### config.mk
export PLATFORM = sky130hd
export DESIGN_NAME = keypad_code_lock_controller
export DESIGN_NICKNAME = d
export VERILOG_FILES = /design/src/sv/kclc_pkg.sv /design/src/sv/kclc_fifo.sv /design/src/sv/kclc_front.sv /design/src/sv/kclc_back.sv /design/src/sv/keypad_code_lock_controller.sv
export VERILOG_INCLUDE_DIRS = /design/src /design/src/sv
export SDC_FILE = /design/constraint.sdc
export NUM_CORES = 1
export LEC_CHECK = 0
export CAP_MARGIN = 10
export CORE_ASPECT_RATIO = 0.6
export CORE_UTILIZATION = 63
export DETAILED_ROUTE_END_ITERATION = 12
export DONT_BUFFER_PORTS = 1
export GPL_ROUTABILITY_DRIVEN = 0
export PLACE_DENSITY_LB_ADDON = 0.15
export SLEW_MARGIN = 30
export SYNTH_ARGS = -nofsm -noshare
export SYNTH_HDL_FRONTEND = slang
export SYNTH_SLANG_ARGS = --single-unit
### constraint.sdc
create_clock -name clk -period 3.5 [get_ports clk]
set_clock_uncertainty 0.1 [all_clocks]
set_input_delay 0.175 -clock clk [delete_from_list [all_inputs] [get_ports clk]]
set_output_delay 0.175 -clock clk [all_outputs]
set_load 0.02 [all_outputs]
### src/sv/keypad_code_lock_controller_macros.svh
// Assertion macros for the keypad code lock controller.
// Used by the top level; expects signals clk and rst in scope.
`ifndef KEYPAD_CODE_LOCK_CONTROLLER_MACROS_SVH
`define KEYPAD_CODE_LOCK_CONTROLLER_MACROS_SVH

// Same-cycle implication, checked out of reset.
`define KCLC_ASSERT_IMPLIES(label, ante, cons, msg) \
  label: assert property (@(posedge clk) disable iff (rst) (ante) |-> (cons)) \
    else $error(msg);

// Next-cycle implication, checked out of reset.
`define KCLC_ASSERT_NEXT(label, ante, cons, msg) \
  label: assert property (@(posedge clk) disable iff (rst) (ante) |=> (cons)) \
    else $error(msg);

`endif

### src/sv/kclc_pkg.sv
// Shared types, codes and constants for the keypad code lock controller.
// No dependencies; used by every module of the block but kclc_fifo.
package kclc_pkg;

  // Defaults for top-level parameters
  localparam int MAX_DIGITS_DEFAULT  = 10;
  localparam int QUEUE_DEPTH_DEFAULT = 2;

  // Reset values and thresholds
  localparam logic [3:0] WRONG_LIMIT_RESET = 4'd5;
  localparam int         STORED_LEN_RESET  = 4;
  localparam logic [3:0] DIGIT_MAX         = 4'd9;
  localparam logic [3:0] BUZZ_SHORT_BELOW  = 4'd3;
  localparam logic [3:0] BUZZ_MEDIUM_BELOW = 4'd5;

  // Key command codes
  localparam logic [1:0] CMD_DIGIT  = 2'd0;
  localparam logic [1:0] CMD_ENTER  = 2'd1;
  localparam logic [1:0] CMD_CHANGE = 2'd2;
  localparam logic [1:0] CMD_CANCEL = 2'd3;

  // Buzz classes
  localparam logic [1:0] BUZZ_SILENT = 2'd0;
  localparam logic [1:0] BUZZ_SHORT  = 2'd1;
  localparam logic [1:0] BUZZ_MEDIUM = 2'd2;
  localparam logic [1:0] BUZZ_LONG   = 2'd3;

  typedef enum logic [3:0] {
    ST_DIGIT     = 4'd0,
    ST_CANCEL    = 4'd1,
    ST_CHANGE    = 4'd2,
    ST_GRANTED   = 4'd3,
    ST_DENIED    = 4'd4,
    ST_ENTER_NEW = 4'd5,
    ST_OLD_WRONG = 4'd6,
    ST_BLANK     = 4'd7,
    ST_TOO_LONG  = 4'd8,
    ST_STORED    = 4'd9,
    ST_DISABLED  = 4'd10,
    ST_IGNORED   = 4'd11
  } status_t;

  typedef enum logic [1:0] {
    MODE_UNLOCK = 2'd0,
    MODE_VERIFY = 2'd1,
    MODE_NEW    = 2'd2
  } mode_t;

  // Classified key event passed from front to back
  typedef enum logic [2:0] {
    OP_DIGIT  = 3'd0,
    OP_IGNORE = 3'd1,
    OP_ENTER  = 3'd2,
    OP_CHANGE = 3'd3,
    OP_CANCEL = 3'd4
  } op_t;

  typedef struct packed {
    logic [1:0] command;
    logic [3:0] digit;
  } in_item_t;

  typedef struct packed {
    logic [3:0] status;
    logic [1:0] buzz_class;
    logic [1:0] mode_now;
    logic [3:0] fail_count;
    logic [3:0] entry_count;
  } out_item_t;

  typedef struct packed {
    op_t        op;
    logic [3:0] digit;
  } op_item_t;

  // Buzz class from the failure count
  function automatic logic [1:0] buzz_of(input logic [3:0] count);
    logic [1:0] b;
    if (count < BUZZ_SHORT_BELOW) begin
      b = BUZZ_SHORT;
    end else if (count < BUZZ_MEDIUM_BELOW) begin
      b = BUZZ_MEDIUM;
    end else begin
      b = BUZZ_LONG;
    end
    return b;
  endfunction

endpackage

### src/sv/kclc_fifo.sv
// Small register FIFO with push/full and pop/empty sides.
// Generic over item type; no package dependency.
module kclc_fifo #(
  parameter type item_t = logic,
  parameter int  DEPTH  = 2
) (
  input  logic  clk,
  input  logic  rst,
  input  logic  push,
  output logic  full,
  input  item_t wr_item,
  input  logic  pop,
  output logic  empty,
  output item_t rd_item
);

  localparam int PTR_W = (DEPTH > 1) ? $clog2(DEPTH) : 1;
  localparam int CNT_W = $clog2(DEPTH + 1);

  item_t              slots [DEPTH];
  logic [PTR_W-1:0]   wr_ptr;
  logic [PTR_W-1:0]   rd_ptr;
  logic [CNT_W-1:0]   count;
  logic               do_push;
  logic               do_pop;

  assign full    = (count == CNT_W'(DEPTH));
  assign empty   = (count == '0);
  assign do_push = push && !full;
  assign do_pop  = pop && !empty;
  assign rd_item = slots[rd_ptr];

  // Storage write
  always_ff @(posedge clk) begin
    if (do_push) begin
      slots[wr_ptr] <= wr_item;
    end
  end

  // Pointers and occupancy
  always_ff @(posedge clk) begin
    if (rst) begin
      wr_ptr <= '0;
      rd_ptr <= '0;
      count  <= '0;
    end else begin
      if (do_push) begin
        wr_ptr <= (wr_ptr == PTR_W'(DEPTH - 1)) ? '0 : wr_ptr + PTR_W'(1);
      end
      if (do_pop) begin
        rd_ptr <= (rd_ptr == PTR_W'(DEPTH - 1)) ? '0 : rd_ptr + PTR_W'(1);
      end
      if (do_push && !do_pop) begin
        count <= count + CNT_W'(1);
      end else if (do_pop && !do_push) begin
        count <= count - CNT_W'(1);
      end
    end
  end

endmodule

### src/sv/kclc_front.sv
// Front end: accepts key events, classifies them and queues them for the back end.
// Depends on kclc_pkg and kclc_fifo.
module kclc_front #(
  parameter int QUEUE_DEPTH = kclc_pkg::QUEUE_DEPTH_DEFAULT
) (
  input  logic                clk,
  input  logic                rst,
  input  logic                push,
  output logic                full,
  input  kclc_pkg::in_item_t  key_event,
  input  logic                op_pop,
  output logic                op_empty,
  output kclc_pkg::op_item_t  op_item
);

  kclc_pkg::op_item_t classified;

  // Decode the command; out-of-range digits become ignore ops
  always_comb begin
    classified.digit = key_event.digit;
    unique case (key_event.command)
      kclc_pkg::CMD_DIGIT: begin
        classified.op = (key_event.digit > kclc_pkg::DIGIT_MAX) ?
                        kclc_pkg::OP_IGNORE : kclc_pkg::OP_DIGIT;
      end
      kclc_pkg::CMD_ENTER:  classified.op = kclc_pkg::OP_ENTER;
      kclc_pkg::CMD_CHANGE: classified.op = kclc_pkg::OP_CHANGE;
      kclc_pkg::CMD_CANCEL: classified.op = kclc_pkg::OP_CANCEL;
    endcase
  end

  // Queue between front and back
  kclc_fifo #(
    .item_t (kclc_pkg::op_item_t),
    .DEPTH  (QUEUE_DEPTH)
  ) u_op_queue (
    .clk     (clk),
    .rst     (rst),
    .push    (push),
    .full    (full),
    .wr_item (classified),
    .pop     (op_pop),
    .empty   (op_empty),
    .rd_item (op_item)
  );

endmodule

### src/sv/kclc_back.sv
// Back end: holds the lock state and executes one classified key event per cycle
// while an op is queued and the result queue has room. Depends on kclc_pkg.
module kclc_back #(
  parameter int MAX_DIGITS = kclc_pkg::MAX_DIGITS_DEFAULT
) (
  input  logic                clk,
  input  logic                rst,
  input  logic [3:0]          wrong_limit,
  input  logic                op_empty,
  input  kclc_pkg::op_item_t  op_item,
  output logic                op_pop,
  input  logic                res_full,
  output logic                res_push,
  output kclc_pkg::out_item_t res_item,
  output logic                locked_out
);

  localparam int IDX_W = $clog2(MAX_DIGITS);
  localparam int LEN_W = $clog2(MAX_DIGITS + 2);

  logic [3:0]        stored_digits [MAX_DIGITS];
  logic [LEN_W-1:0]  stored_length;
  logic [3:0]        entry_digits [MAX_DIGITS];
  logic [LEN_W-1:0]  entry_length;
  kclc_pkg::mode_t   lock_mode;
  logic [3:0]        wrong_count;
  logic              disabled_flag;

  logic [LEN_W-1:0]  stored_length_next;
  logic [LEN_W-1:0]  entry_length_next;
  kclc_pkg::mode_t   lock_mode_next;
  logic [3:0]        wrong_count_next;
  logic              disabled_flag_next;

  logic              exec;
  logic              match;
  logic              can_count;
  logic              digit_write;
  logic              code_store;
  logic [MAX_DIGITS-1:0] pos_ok;
  logic [LEN_W+3:0]  len_wide;
  kclc_pkg::status_t status;
  logic [1:0]        buzz;

  assign exec       = !op_empty && !res_full;
  assign op_pop     = exec;
  assign res_push   = exec;
  assign locked_out = disabled_flag;
  assign can_count  = (wrong_count < wrong_limit);

  // Parallel compare of entry against stored code
  always_comb begin
    for (int i = 0; i < MAX_DIGITS; i++) begin
      pos_ok[i] = (LEN_W'(i) >= entry_length) || (entry_digits[i] == stored_digits[i]);
    end
  end
  assign match = (entry_length == stored_length) &&
                 (entry_length <= LEN_W'(MAX_DIGITS)) && (&pos_ok);

  // Mode next state
  always_comb begin
    lock_mode_next = lock_mode;
    if (exec && !disabled_flag) begin
      unique case (op_item.op)
        kclc_pkg::OP_CHANGE: lock_mode_next = kclc_pkg::MODE_VERIFY;
        kclc_pkg::OP_CANCEL: lock_mode_next = kclc_pkg::MODE_UNLOCK;
        kclc_pkg::OP_ENTER: begin
          unique case (lock_mode)
            kclc_pkg::MODE_VERIFY: begin
              if (match) begin
                lock_mode_next = kclc_pkg::MODE_NEW;
              end else if (can_count) begin
                lock_mode_next = kclc_pkg::MODE_UNLOCK;
              end
            end
            default: lock_mode_next = kclc_pkg::MODE_UNLOCK;
          endcase
        end
        default: lock_mode_next = lock_mode;
      endcase
    end
  end

  // Data path next values and result status
  always_comb begin
    stored_length_next = stored_length;
    entry_length_next  = entry_length;
    wrong_count_next   = wrong_count;
    disabled_flag_next = disabled_flag;
    digit_write        = 1'b0;
    code_store         = 1'b0;
    status             = kclc_pkg::ST_DISABLED;
    buzz               = kclc_pkg::BUZZ_SILENT;
    if (!disabled_flag) begin
      unique case (op_item.op)
        kclc_pkg::OP_IGNORE: status = kclc_pkg::ST_IGNORED;
        kclc_pkg::OP_DIGIT: begin
          status = kclc_pkg::ST_DIGIT;
          if (entry_length < LEN_W'(MAX_DIGITS)) begin
            digit_write       = 1'b1;
            entry_length_next = entry_length + LEN_W'(1);
          end else begin
            entry_length_next = LEN_W'(MAX_DIGITS + 1);
          end
        end
        kclc_pkg::OP_CHANGE: begin
          status            = kclc_pkg::ST_CHANGE;
          entry_length_next = '0;
        end
        kclc_pkg::OP_CANCEL: begin
          status            = kclc_pkg::ST_CANCEL;
          entry_length_next = '0;
        end
        default: begin
          entry_length_next = '0;
          if (lock_mode == kclc_pkg::MODE_NEW) begin
            if (entry_length == '0) begin
              status = kclc_pkg::ST_BLANK;
            end else if (entry_length > LEN_W'(MAX_DIGITS)) begin
              status = kclc_pkg::ST_TOO_LONG;
            end else begin
              status             = kclc_pkg::ST_STORED;
              code_store         = 1'b1;
              stored_length_next = entry_length;
            end
          end else if (match) begin
            if (lock_mode == kclc_pkg::MODE_VERIFY) begin
              status = kclc_pkg::ST_ENTER_NEW;
            end else begin
              status           = kclc_pkg::ST_GRANTED;
              wrong_count_next = '0;
            end
          end else if (can_count) begin
            // Counted failure
            wrong_count_next = wrong_count + 4'd1;
            buzz             = kclc_pkg::buzz_of(wrong_count + 4'd1);
            status           = (lock_mode == kclc_pkg::MODE_VERIFY) ?
                               kclc_pkg::ST_OLD_WRONG : kclc_pkg::ST_DENIED;
          end else begin
            // Limit reached: lock out until reset
            disabled_flag_next = 1'b1;
            buzz               = kclc_pkg::buzz_of(wrong_count);
            status             = kclc_pkg::ST_DISABLED;
          end
        end
      endcase
    end
  end

  // Result reports the state after the transaction
  assign len_wide = {4'd0, entry_length_next};
  always_comb begin
    res_item.status      = status;
    res_item.buzz_class  = buzz;
    res_item.mode_now    = lock_mode_next;
    res_item.fail_count  = wrong_count_next;
    res_item.entry_count = len_wide[3:0];
  end

  // Entry buffer, no reset
  always_ff @(posedge clk) begin
    if (exec && digit_write) begin
      entry_digits[entry_length[IDX_W-1:0]] <= op_item.digit;
    end
  end

  // Lock state
  always_ff @(posedge clk) begin
    if (rst) begin
      for (int i = 0; i < MAX_DIGITS; i++) begin
        stored_digits[i] <= '0;
      end
      stored_length <= LEN_W'(kclc_pkg::STORED_LEN_RESET);
      entry_length  <= '0;
      lock_mode     <= kclc_pkg::MODE_UNLOCK;
      wrong_count   <= '0;
      disabled_flag <= 1'b0;
    end else begin
      lock_mode <= lock_mode_next;
      if (exec) begin
        stored_length <= stored_length_next;
        entry_length  <= entry_length_next;
        wrong_count   <= wrong_count_next;
        disabled_flag <= disabled_flag_next;
        if (code_store) begin
          for (int i = 0; i < MAX_DIGITS; i++) begin
            stored_digits[i] <= entry_digits[i];
          end
        end
      end
    end
  end

endmodule

### src/sv/keypad_code_lock_controller.sv
// Keypad code lock controller, top level.
// Path: front queue, then the execute stage that owns all lock state, then the result queue.
// Throughput: one event per cycle unless the front queue is empty or the result
// queue is full; queues on both sides of the execute stage let either side stall alone.
// Reset (rst, synchronous): empties queues, code 0000 of length 4, limit 5, unlocked.
// Depends on kclc_pkg, kclc_front, kclc_back, kclc_fifo and the macros header.
`include "keypad_code_lock_controller_macros.svh"

module keypad_code_lock_controller #(
  parameter int MAX_DIGITS  = kclc_pkg::MAX_DIGITS_DEFAULT,
  parameter int QUEUE_DEPTH = kclc_pkg::QUEUE_DEPTH_DEFAULT
) (
  input  logic                clk,
  input  logic                rst,
  input  logic                push,
  output logic                full,
  input  kclc_pkg::in_item_t  key_event,
  output logic                empty,
  input  logic                pop,
  output kclc_pkg::out_item_t result,
  input  logic                cfg_wr_en,
  input  logic [3:0]          cfg_wr_data
);

  logic                op_pop;
  logic                op_empty;
  kclc_pkg::op_item_t  op_item;
  logic                res_full;
  logic                res_push;
  kclc_pkg::out_item_t res_item;
  logic                locked_out;
  logic [3:0]          wrong_limit;

  // Configuration register
  always_ff @(posedge clk) begin
    if (rst) begin
      wrong_limit <= kclc_pkg::WRONG_LIMIT_RESET;
    end else if (cfg_wr_en) begin
      wrong_limit <= cfg_wr_data;
    end
  end

  kclc_front #(
    .QUEUE_DEPTH (QUEUE_DEPTH)
  ) u_front (
    .clk       (clk),
    .rst       (rst),
    .push      (push),
    .full      (full),
    .key_event (key_event),
    .op_pop    (op_pop),
    .op_empty  (op_empty),
    .op_item   (op_item)
  );

  kclc_back #(
    .MAX_DIGITS (MAX_DIGITS)
  ) u_back (
    .clk         (clk),
    .rst         (rst),
    .wrong_limit (wrong_limit),
    .op_empty    (op_empty),
    .op_item     (op_item),
    .op_pop      (op_pop),
    .res_full    (res_full),
    .res_push    (res_push),
    .res_item    (res_item),
    .locked_out  (locked_out)
  );

  // Result queue
  kclc_fifo #(
    .item_t (kclc_pkg::out_item_t),
    .DEPTH  (QUEUE_DEPTH)
  ) u_res_queue (
    .clk     (clk),
    .rst     (rst),
    .push    (res_push),
    .full    (res_full),
    .wr_item (res_item),
    .pop     (pop),
    .empty   (empty),
    .rd_item (result)
  );

  // Checks
  `KCLC_ASSERT_NEXT(a_lockout_sticky, locked_out, locked_out,
                    "lockout flag cleared without reset")
  `KCLC_ASSERT_IMPLIES(a_locked_reports, res_push && locked_out,
                       (res_item.status == kclc_pkg::ST_DISABLED) &&
                       (res_item.buzz_class == kclc_pkg::BUZZ_SILENT),
                       "locked transaction not reported as disabled")
  `KCLC_ASSERT_IMPLIES(a_grant_clears, res_push && (res_item.status == kclc_pkg::ST_GRANTED),
                       (res_item.fail_count == 4'd0) &&
                       (res_item.mode_now == kclc_pkg::MODE_UNLOCK),
                       "grant left failure count or mode set")
  `KCLC_ASSERT_IMPLIES(a_buzz_on_fail,
                       res_push && (res_item.buzz_class != kclc_pkg::BUZZ_SILENT),
                       (res_item.status == kclc_pkg::ST_DENIED) ||
                       (res_item.status == kclc_pkg::ST_OLD_WRONG) ||
                       (res_item.status == kclc_pkg::ST_DISABLED),
                       "buzz without a failure")

endmodule

Word-level counts from Yosys, hierarchy flattened. Memory sizes are Yosys's and may differ from the RTL's. A register that Yosys moved wholly into a read port is not among the register bits. Index checks and enable logic that the tools add are counted.

Bitwise operators: 14. Equal/unequal tests: 22. Order comparisons: 19. Multiplexer cells: 81. $mul: 0. Shift-type cells: 0. Add/subtract/negate cells: 10. Reductions and logical operators: 42. Div/mod/pow operators: 0.

Operators with widths (number): $mux 4 (23); $eq 4x4->1 (11); $mux 1 (37); $mux 2 (16); $ge 3x4->1 const A (4); $pmux 4 s4 (1); $logic_and 1x1->1 (13); $pmux 3 s4 (1); $eq 2x2->1 const B (5); $logic_or 1x1->1 (10); $or 1x1->1 (10); $reduce_and 10->1 (1); $logic_not 1->1 (9); $add 4x1->4 const B (2); $ge 1x4->1 const A (2); $ge 2x4->1 const A (2); $ge 4x4->1 const A (2); $gt 4x4->1 const B (2); $lt 4x2->1 const B (2); $lt 4x3->1 const B (2); $pmux 4 s2 (1); $eq 3x2->1 const B (2); $logic_not 2->1 (3); $pmux 2 s3 (1); other kinds (16) (26).

Bits in read-only memories: 0. Bits in latches: 0. Input port bits: 15. Memory bits (writable): 126. Memories: 4. Logic and storage cells: 204. Output and inout bits: 18. Flip-flop bits (word level): 27.

Memories: u_back.entry_digits (words 10, bits a word 4, read ports 10, clocked after Yosys merged registers in 0, wr ports 1, RTL line kclc_back.sv:23) `logic [3:0] entry_digits [MAX_DIGITS];`; u_back.stored_digits (words 10, bits a word 4, read ports 10, clocked after Yosys merged registers in 0, wr ports 10, RTL line kclc_back.sv:21) `logic [3:0] stored_digits [MAX_DIGITS];`; u_res_queue.slots (words 2, bits a word 16, read ports 1, clocked after Yosys merged registers in 1, wr ports 1, RTL line kclc_fifo.sv:20) `item_t slots [DEPTH];`; u_front.u_op_queue.slots (words 2, bits a word 7, read ports 1, clocked after Yosys merged registers in 1, wr ports 1, RTL line kclc_fifo.sv:20).

Logic depth before layout (Yosys ltp). Gate-level depths: netlist of run 1.

Depth after elaboration: 11. Gate-level depth with buffers: 10. Gate-level depth less buffers: 8.

By module. Synthesis of run 1 repeated with hierarchy kept, for this count alone.

Cells, all modules: 567. Area total of the unflattened synthesis: 7108.1 µm².

Modules (own cells, without submodules): kclc_back (seq. area each 2702.6 µm², area an instance 4815.9 µm², times used 1, cells each 425); kclc_fifo (u_res_queue) (seq. area each 1061.0 µm², area an instance 1371.3 µm², times used 1, cells each 75); kclc_fifo (u_front.u_op_queue) (seq. area each 520.5 µm², area an instance 721.9 µm², times used 1, cells each 47); keypad_code_lock_controller (seq. area each 80.1 µm², area an instance 137.6 µm², times used 1, cells each 12); kclc_front (seq. area each 0.0 µm², area an instance 61.3 µm², times used 1, cells each 8).

Worst setup path after synthesis of run 1. Ideal clock, no wire load.

Path kind: flip-flop to flip-flop. Start: reg u_back.entry_length[0]. End: mem u_back.stored_digits[0][0] (enable). Library setup time: 0.398 ns. Buffers on the path: 1. Clock period less this slack: 2.876 ns. Setup slack: 0.624 ns. Data required time: 3.002 ns. Data arrival time: 2.378 ns. Cell stages (with the launch flop): 7. Cells stage by stage: dfxtp_1 clkbuf_1 inv_1 ha_1 a21oi_1 nand4_2 nand2_1.

RTL lines: from (decl) (RTL line kclc_back.sv:24) `logic [LEN_W-1:0] entry_length;`; from (signal assigned) (RTL line kclc_back.sv:182) `entry_length <= entry_length_next;`; to (decl) (RTL line kclc_back.sv:21).

==> impl_metrics.env, run 1 <==
export IMPL_syn_avg_cell_area_sq_um=12.9
export IMPL_fp_coreArea_sq_um=10700
export IMPL_rrSetupSlack_ps=600
export IMPL_ys_ff_latch=155
export IMPL_stdcell_area_sq_um=7860
export IMPL_synth_warnings=0
export IMPL_htreeDepth=4
export IMPL_fmax_mhz=344
export IMPL_cts_sinks=155
export IMPL_yosysSeqAreaShare_pct=62.1
export IMPL_die_area_sq_um=11600
export IMPL_p_per_area_nw_per_um2=705
export IMPL_worst_path_max_fanout=14
export IMPL_max_cap_violations=0
export IMPL_cp_required_ps=3600
export IMPL_synth_cell_type_count=58
export IMPL_reg2reg_from="u_back.stored_digits[2][1]"
export IMPL_slew_headroom_pct=48.3
export IMPL_cp_end_kind="flip-flop"
export IMPL_clk_latency_ps=420
export IMPL_post_drt_wl_per_cell_microns=19.6
export IMPL_power_w=0.00554
export IMPL_min_path_cells=2
export IMPL_totalWireLength_microns=14100
export IMPL_violations="DRC"
export IMPL_setup_viol_count_final=0
export IMPL_synthCells=546
export IMPL_grt_first_pass_wirelength_microns=23100
export IMPL_rr_worst_depth=7
export IMPL_gr_total_overflow=0
export IMPL_synthesis_nets=577
export IMPL_hold_viol=0
export IMPL_vias=4328
export IMPL_antennaDiodeCount=0
export IMPL_fin_tns_setup_ps=0
export IMPL_yosys_most_used_dff="edfxtp_1"
export IMPL_worstPathArrival_ps=3000
export IMPL_drc=2
export IMPL_track_usage_pct=26.5
export IMPL_die_h_microns=83.8
export IMPL_holdPathEnd="u_front.u_op_queue.slots[1][5]"
export IMPL_outcome="finished, violations left"
export IMPL_die_w_microns=138
export IMPL_portBuffers=0
export IMPL_critical_path_startpoint_type="flip-flop"
export IMPL_path_clk_slew_ps=60
export IMPL_root_buffer="clkbuf_16"
export IMPL_clk_path_buf_depth=2
export IMPL_crit_type="reg2reg"
export IMPL_worstHoldStart="key_event[4]"
export IMPL_area_growth_pct=11.8
export IMPL_cts_tree="done"
export IMPL_finalMaxSlewViolations=0
export IMPL_final_min_clock_period_ps=2900
export IMPL_postRouteAntennaNets=0
export IMPL_io_pins=33
export IMPL_grt_max_degree=41
export IMPL_synthArstFlopShare_pct=0
export IMPL_cts_buffers=17
export IMPL_rsz0062_at_grt="no"
export IMPL_dp_cells=670
export IMPL_final_min_period_over_clock_period_pct=83.0
export IMPL_drt_iter0_drc=399
export IMPL_drt_pre_antenna_iters=9
export IMPL_nets=597
export IMPL_synth_top_area_share_pct=53.8
export IMPL_ir_drop_v=0.000479
export IMPL_drt_vias_per_instance=6.03
export IMPL_whs_ps=21.7
export IMPL_syn_area_sq_um=7030
export IMPL_rows=29
export IMPL_final_cell_count_no_fill=718
export IMPL_hpwlAfterDp_microns=9510
export IMPL_cts_setup_buffers=0
export IMPL_antenna_found_initial=0
export IMPL_initial_core_util_pct=65.6
export IMPL_rr_endpoint="u_res_queue.slots[0][12]"
export IMPL_drive_gt1_share_pct=11.9
export IMPL_tightest_slew_ps=775
export IMPL_leakage_nw=2.90
export IMPL_synth_top_cells_by_area="edfxtp_1 (54%), dfxtp_1 (8.3%), xor2_1 (5.4%), and2_1 (4.6%), mux2_2 (3.4%)"
export IMPL_grt_pass1_vias=4279
export IMPL_yosys_area_top_type="edfxtp_1"
export IMPL_placed_cell_area_sq_um=7140
export IMPL_synth_edff_count=126
export IMPL_worstHoldPathType="in2reg"
[layout by cell type, fill, tap and decap left out, types with 3 or more instances in the layout]
| cell type | Yosys | layout |
|---|---|---|
| a211oi_1 | 3 | 3 |
| xnor2_1 | 7 | 7 |
| dfxtp_1 | 29 | 29 |
| inv_6 | 0 | 5 |
| nor4_1 | 8 | 8 |
| clkbuf_16 | 0 | 17 |
| a21oi_1 | 15 | 15 |
| edfxtp_1 | 126 | 126 |
| a21o_1 | 5 | 5 |
| inv_1 | 17 | 17 |
| a22o_1 | 3 | 3 |
| nand4_1 | 4 | 4 |
| nand2b_1 | 14 | 14 |
| dlygate4sd3_1 | 0 | 15 |
| xor2_1 | 43 | 43 |
| buf_4 | 1 | 4 |
| clkinv_1 | 2 | 3 |
| nor4_2 | 4 | 4 |
| nor3_1 | 7 | 7 |
| mux2_2 | 21 | 21 |
| nor2_1 | 39 | 39 |
| and2_1 | 52 | 52 |
| nand2_1 | 27 | 27 |
| o21ai_0 | 21 | 21 |
| nand3_1 | 8 | 8 |
| ha_1 | 16 | 16 |
| clkinvlp_4 | 0 | 3 |
| mux2i_1 | 7 | 7 |
| o211ai_1 | 5 | 5 |
| o31ai_1 | 4 | 4 |
| and4_1 | 3 | 3 |
[routing by layer]
metal  part of all wire (%)  global-route usage [%]  vias up
met4                   0.94                    7.87        0
met2                     42                    37.4      202
met3                    8.3                    7.40       15
met1                     49                    39.9     2086
met5                      0                       0        -
li1                       -                       -     2025
[critical path, cell delays in order (launching register included)]
cell	delay [ps]
edfxtp_1	390
xor2_1	180
nor4_1	580
nand4_1	170
o31ai_1	330
and4_4	390
mux2i_2	120
a2111oi_4	430
[area by class of cell]
class / count / area (sq um)
flip-flops and latches: 155 / 4360
fillers: 677 / 2850
multi-input cells: 353 / 2500
clock buffers: 17 / 425
repair buffers: 20 / 185
well taps: 139 / 174
clock inverters: 15 / 139
inverters: 19 / 71.3
[where the power goes]
part / leakage (nW) / switching, W / internal, W / total, W
Sequential: 1.44 / 0.000169 / 0.00235 / 0.00251
Combinational: 1.19 / 0.000861 / 0.000427 / 0.00129
Clock: 0.270 / 0.000747 / 0.000990 / 0.00174
Total: 2.90 / 0.00178 / 0.00376 / 0.00554
[what timing repair did]
| action | 4_1_cts | 5_1_grt |
|---|---|---|
| resized for setup | 0 | 0 |
| hold buffers | 16 | 0 |
| hold endpoints to repair | 40 | 0 |
[sequential cells by signal (all words and copies together), names as in the netlist, named ones only]
| register | count |
|---|---|
| u_front.u_op_queue.rd_ptr | 1 |
| u_back.lock_mode | 2 |
| u_back.entry_digits | 40 |
| u_front.u_op_queue.wr_ptr | 1 |
| u_back.entry_length | 4 |
| u_res_queue.wr_ptr | 1 |
| u_res_queue.count | 2 |
| u_back.stored_digits | 40 |
| u_res_queue.rd_ptr | 1 |
| u_res_queue.slots | 32 |
| wrong_limit | 4 |
| u_back.wrong_count | 4 |
| u_back.locked_out | 1 |
| u_back.stored_length | 4 |
| u_front.u_op_queue.slots | 14 |
| u_front.u_op_queue.count | 2 |
[synthesized netlist by cell type, types with 8 or more instances]
cell type / number
a21oi_1: 15
and2_1: 52
clkbuf_1: 14
dfxtp_1: 29
edfxtp_1: 126
ha_1: 16
inv_1: 17
mux2_2: 21
nand2_1: 27
nand2b_1: 14
nand3_1: 8
nor2_1: 39
nor4_1: 8
o21ai_0: 21
xor2_1: 43
[logic make-up (layout without fill, tap and decap cells)]
| kind of cell | after synthesis | count (layout) | share of synthesized area (%) |
|---|---|---|---|
| xor+xnor | 50 | 50 | 6.23 |
| simple gates | 178 | 178 | 13.9 |
| mux | 29 | 29 | 4.56 |
| compound gates | 80 | 80 | 8.05 |
| flops | 155 | 155 | 62.1 |
| buf+inv | 38 | 71 | 2.31 |
| fa+ha+maj | 16 | 16 | 2.85 |
[stage by stage]
step                utilization (%)  worst slack, ps
finish                         73.4              596
global route                   73.4              412
CTS                            73.5              650
detailed placement             66.7              732
global placement               66.7              749
floorplan                         -              624
[worst max-delay path by stage]
stage | from | endpoint | slack, ps | cells past startpoint
floorplan | u_back.entry_length[0] | u_back.stored_digits[0][0] | 620 | 6
global placement | u_back.entry_length[0] | u_back.stored_digits[4][0] | 750 | 6
detailed placement | u_back.stored_digits[2][1] | u_res_queue.slots[1][12] | 730 | 7
CTS | u_back.entry_length[0] | u_back.stored_digits[4][3] | 650 | 6
global route | u_back.entry_length[0] | u_back.stored_digits[4][3] | 410 | 6
finish | u_back.stored_digits[2][1] | u_res_queue.slots[0][12] | 600 | 7
Power figures use the tool's default switching activity.
==> run 2, diff against run 1 <==
==> constraint.sdc (replaced) <==
create_clock -name clk -period 2.7 [get_ports clk]
set_clock_uncertainty 0.1 [all_clocks]
set_input_delay 0.135 -clock clk [delete_from_list [all_inputs] [get_ports clk]]
set_output_delay 0.135 -clock clk [all_outputs]
set_load 0.02 [all_outputs]
==> impl_metrics.env, run 2 (synthesized netlist as in run 1, its figures left out) <==
export IMPL_drt_vias_per_instance=6.02
export IMPL_worstHoldPathType="in2reg"
export IMPL_leakage_nw=3.06
export IMPL_root_buffer="clkbuf_16"
export IMPL_die_h_microns=83.8
export IMPL_finalMaxSlewViolations=0
export IMPL_critical_path_startpoint_type="flip-flop"
export IMPL_tightest_slew_ps=781
export IMPL_totalWireLength_microns=14500
export IMPL_stdcell_area_sq_um=8190
export IMPL_final_cell_mix="edfxtp_1 (126), and2_1 (52), xor2_1 (42)"
export IMPL_clk_path_buf_depth=2
export IMPL_final_common_cell="edfxtp_1"
export IMPL_final_min_clock_period_ps=2720
export IMPL_rrSetupSlack_ps=-20
export IMPL_hpwlAfterDp_microns=9700
export IMPL_cts_sinks=155
export IMPL_multiInputGateArea_sq_um=2590
export IMPL_drive_gt1_share_pct=16.9
export IMPL_worst_path_max_fanout=7
export IMPL_ir_drop_v=0.000686
export IMPL_outcome="finished, violations left"
export IMPL_grt_first_pass_wirelength_microns=22900
export IMPL_drt_pre_antenna_iters=9
export IMPL_io_pins=33
export IMPL_nFillCells=645
export IMPL_cp_required_ps=2770
export IMPL_cts_buffers=17
export IMPL_cts_tree="done"
export IMPL_rr_endpoint="u_res_queue.slots[0][14]"
export IMPL_die_w_microns=138
export IMPL_hold_viol=0
export IMPL_holdPathEnd="u_back.stored_length[0]"
export IMPL_crit_slowest_cell="nor4_1"
export IMPL_whs_ps=62.5
export IMPL_violations="DRC, setup timing"
export IMPL_final_min_period_over_clock_period_pct=101
export IMPL_fmax_mhz=368
export IMPL_postRouteAntennaNets=0
export IMPL_htreeDepth=4
export IMPL_clk_latency_ps=430
export IMPL_slew_headroom_pct=47.5
export IMPL_vias=4478
export IMPL_portBuffers=0
export IMPL_antennaDiodeCount=0
export IMPL_area_growth_pct=16.5
export IMPL_critPathMaxStageDelay_ps=500
export IMPL_rsz0062_at_grt="yes"
export IMPL_grt_max_degree=41
export IMPL_final_util_pct=76.5
export IMPL_min_path_cells=2
export IMPL_antenna_found_initial=0
export IMPL_path_delay_family="simple AND/OR/NAND/NOR gates"
export IMPL_rows=29
export IMPL_die_area_sq_um=11600
export IMPL_fp_coreArea_sq_um=10700
export IMPL_initial_core_util_pct=65.6
export IMPL_path_buf_inv=1
export IMPL_gr_total_overflow=0
export IMPL_worstHoldStart="rst"
export IMPL_drt_iter0_drc=400
export IMPL_power_w=0.00735
export IMPL_cp_end_kind="flip-flop"
export IMPL_placed_cell_area_sq_um=7330
export IMPL_worstPathArrival_ps=2790
export IMPL_grt_pass1_vias=4270
export IMPL_p_per_area_nw_per_um2=898
export IMPL_path_clk_slew_ps=60
export IMPL_crit_chain="xor2_1 -> nor4_1 -> nand4_1 -> o31ai_1 -> and4_4 -> buf_6 -> o21ai_1 -> o211a_1"
export IMPL_reg2reg_from="u_back.stored_digits[2][1]"
export IMPL_track_usage_pct=26.7
export IMPL_crit_type="reg2reg"
export IMPL_setup_viol_count_final=2
export IMPL_post_drt_wl_per_cell_microns=19.4
export IMPL_rr_worst_depth=8
export IMPL_setup_slack_ps=-19.5
export IMPL_drc=4
export IMPL_nets=623
export IMPL_seq_area_sq_um=4360
export IMPL_max_cap_violations=0
run 2: cell types whose count changed in the layout (fill, tap and decap cells not counted), moves of 2 or more:
cell / before / now
buf_4: 4 / 25
nor4_4: 0 / 3
o21ai_0: 21 / 18
buf_12: 0 / 2
buf_6: 0 / 2
clkinv_4: 2 / 0
clkinvlp_4: 3 / 5
nor4_2: 4 / 2
o21ai_1: 0 / 2
run 2: final cells by class:
class                           instances  area share, %
Clock buffer                           18           5.37
Clock inverter                         14           1.65
Inverter                               19          0.871
Multi-Input combinational cell        353           31.6
Sequential cell                       155           53.3
Tap cell                              139           2.12
Timing Repair Buffer                   46           5.07
run 2: power breakdown:
part           switching [W]  internal [W]  total [W]
clock network       0.000988       0.00131    0.00230
logic                0.00116      0.000657    0.00182
registers           0.000191       0.00304    0.00323
total                0.00234       0.00501    0.00735
run 2: through the flow:
step / setup slack, ps / cells / setup TNS (ps)
2_1_floorplan: 188 / 546 / 0
5_1_grt: -169 / 744 / -2120
4_1_cts: 12.4 / 742 / 0
6_report: -19.5 / 744 / -39.0
3_3_place_gp: -39.7 / 692 / -79.4
3_5_place_dp: -74.0 / 692 / -277
run 2: worst max path at each step:
| stage | from | depth (start not counted) | slack [ps] | end |
|---|---|---|---|---|
| after floorplan | u_back.entry_length[0] | 6 | 190 | u_back.stored_digits[0][0] |
| after global placement | u_back.entry_digits[1][3] | 8 | -40 | u_res_queue.slots[0][7] |
| after detailed placement | u_back.entry_digits[1][3] | 8 | -70 | u_res_queue.slots[0][7] |
| after CTS | u_back.stored_digits[1][3] | 8 | 10 | u_res_queue.slots[1][12] |
| after global routing | u_back.entry_digits[2][0] | 8 | -170 | u_res_queue.slots[1][12] |
| final | u_back.stored_digits[2][1] | 8 | -20 | u_res_queue.slots[0][14] |
run 2: what timing repair did:
item,4_1_cts,5_1_grt
pin swaps,2,7
endpoints found under the setup margin,10,19
hold buffers,17,0
setup buffers,1,3
hold endpoints to repair,42,0
gates resized for setup,2,14
run 2: layer usage:
layer	vias to the layer above	GRT usage, %	part of all wire (%)	wire, microns
li1	2078	-	-	-
met1	2136	40.2	48	6910
met2	245	37.4	42	6020
met3	19	7.52	9.4	1360
met4	0	8.07	1.2	170
met5	-	0	0	0
run 2: worst register-to-register path, delay by kind of cell (launching register included):
family	cells	cell delay, ps
AND/OR/NAND/NOR	3	1000
buffers and inverters	1	120
AO/OA/AOI/OAI	3	680
XOR/XNOR	1	180
flip-flops	1	390
==> run 3, diff against run 2 <==
--- a/config.mk
+++ b/config.mk
@@ -8,11 +8,11 @@
 export LEC_CHECK = 0
 export CAP_MARGIN = 10
 export CORE_ASPECT_RATIO = 0.6
-export CORE_UTILIZATION = 63
+export CORE_UTILIZATION = 48
 export DETAILED_ROUTE_END_ITERATION = 12
 export DONT_BUFFER_PORTS = 1
 export GPL_ROUTABILITY_DRIVEN = 0
-export PLACE_DENSITY_LB_ADDON = 0.15
+export PLACE_DENSITY = 0.71
 export SLEW_MARGIN = 30
 export SYNTH_ARGS = -nofsm -noshare
 export SYNTH_HDL_FRONTEND = slang
==> constraint.sdc (replaced) <==
create_clock -name clk -period 3.5 [get_ports clk]
set_clock_uncertainty 0.1 [all_clocks]
set_input_delay 0.175 -clock clk [delete_from_list [all_inputs] [get_ports clk]]
set_output_delay 0.175 -clock clk [all_outputs]
set_load 0.02 [all_outputs]
==> impl_metrics.env, run 3 (synthesized netlist as in run 1, its figures left out) <==
export IMPL_outcome="complete, no violations"
export IMPL_fin_tns_setup_ps=0
export IMPL_vias=4363
export IMPL_worstHoldPathType="in2reg"
export IMPL_gr_total_overflow=0
export IMPL_grt_pass1_vias=4248
export IMPL_critPathMaxStageDelay_ps=550
export IMPL_min_path_cells=2
export IMPL_post_drt_wl_per_cell_microns=18.8
export IMPL_dp_cells=723
export IMPL_seq_area_sq_um=4360
export IMPL_crit_slowest_cell="nor4_1"
export IMPL_root_buffer="clkbuf_16"
export IMPL_tightest_slew_ps=806
export IMPL_cp_required_ps=3610
export IMPL_cp_end_kind="flip-flop"
export IMPL_path_clk_slew_ps=60
export IMPL_setup_viol_count_final=0
export IMPL_postRouteAntennaNets=0
export IMPL_nFillCells=1136
export IMPL_cts_buffers=17
export IMPL_ir_drop_v=0.000396
export IMPL_die_h_microns=95.7
export IMPL_max_cap_violations=0
export IMPL_cts_tree="done"
export IMPL_rsz0062_at_grt="no"
export IMPL_initial_core_util_pct=50.3
export IMPL_leakage_nw=2.94
export IMPL_final_cell_count_no_fill=771
export IMPL_fmax_mhz=339
export IMPL_drive_gt1_share_pct=12.1
export IMPL_hpwlAfterDp_microns=9770
export IMPL_portBuffers=0
export IMPL_antennaDiodeCount=0
export IMPL_multiInputGateArea_sq_um=2500
export IMPL_crit_chain="xor2_1 -> nor4_1 -> nand4_1 -> o31ai_1 -> and4_4 -> mux2i_2 -> a2111oi_4"
export IMPL_cp_num_cells=7
export IMPL_crit_type="reg2reg"
export IMPL_grt_first_pass_wirelength_microns=23200
export IMPL_critical_path_startpoint_type="flip-flop"
export IMPL_fp_coreArea_sq_um=14000
export IMPL_io_pins=33
export IMPL_rr_worst_depth=7
export IMPL_grt_max_degree=41
export IMPL_drt_pre_antenna_iters=5
export IMPL_final_min_clock_period_ps=2950
export IMPL_power_w=0.00568
export IMPL_die_w_microns=158
export IMPL_finalMaxSlewViolations=0
export IMPL_path_delay_family="simple AND/OR/NAND/NOR gates"
export IMPL_final_util_pct=57.2
export IMPL_final_cell_mix="edfxtp_1 (126), and2_1 (52), xor2_1 (43)"
export IMPL_track_usage_pct=21.1
export IMPL_clk_latency_ps=430
export IMPL_die_area_sq_um=15100
export IMPL_drc=0
export IMPL_drt_iter0_drc=497
export IMPL_worst_path_max_fanout=14
export IMPL_worstPathArrival_ps=3060
export IMPL_final_min_period_over_clock_period_pct=84.3
export IMPL_drt_vias_per_instance=5.66
export IMPL_slew_headroom_pct=46.2
export IMPL_cts_sinks=155
export IMPL_nets=597
export IMPL_clk_path_buf_depth=2
export IMPL_path_buf_inv=0
export IMPL_totalWireLength_microns=14500
export IMPL_hold_viol=0
export IMPL_rows=33
export IMPL_p_per_area_nw_per_um2=711
export IMPL_final_common_cell="edfxtp_1"
export IMPL_area_growth_pct=13.6
export IMPL_htreeDepth=4
export IMPL_antenna_found_initial=0
==> run 3: cell types whose count changed in the layout (fill, tap and decap cells not counted), moves of 2 or more <==
cell,previous run,this run
clkinvlp_4,5,0
nor4_4,3,0
clkinv_2,2,0
clkinv_4,0,3
o21ai_0,18,21
nor4_2,2,4
buf_4,25,4
buf_12,2,0
buf_6,2,0
clkbuf_16,17,21
inv_4,0,2
o21ai_1,2,0
==> run 3: area by class of cell <==
| type | count | area share [%] |
|---|---|---|
| clock inverter | 10 | 1.07 |
| sequential | 155 | 54.7 |
| timing repair buffer | 20 | 2.32 |
| inverter | 19 | 0.893 |
| multi-input combinational | 353 | 31.3 |
| clock buffer | 22 | 6.75 |
| tap | 192 | 3.01 |
==> run 3: power breakdown <==
group          internal [W]  switching (W)
registers           0.00234       0.000164
clock network       0.00112       0.000780
logic              0.000426       0.000847
==> run 3: path summary, 6_finish.rpt <==
check                                 start                             end  slack [ps]
hold reg to reg              wrong_limit[0]                  wrong_limit[0]         390
setup reg to reg  u_back.entry_digits[5][2]        u_res_queue.slots[1][12]         550
setup / recovery  u_back.entry_digits[5][2]        u_res_queue.slots[1][12]         550
hold / removal                 key_event[4]  u_front.u_op_queue.slots[0][5]          10
==> run 3: layer usage <==
layer	global-route usage, %	routed length, microns
met5	0	0
met4	8.01	307
met3	5.85	1130
met2	28.3	5800
met1	31.9	7290
==> run 3: timing repair <==
| item | 4_1_cts | 5_1_grt |
|---|---|---|
| buffers inserted | 0 | 0 |
| gates resized for setup | 0 | 0 |
| hold buffers | 16 | 0 |
| hold endpoints to repair | 40 | 0 |
| endpoints found under the setup margin | 0 | 0 |
==> run 3: per-stage QoR <==
stage	cell area [sq um]	setup WS, ps	hold slack (ps)
floorplan	7030	624	174
finish	7990	550	11.9
global placement	7210	648	150
CTS	7990	578	11.0
global route	7990	373	33.1
detailed placement	7210	621	154
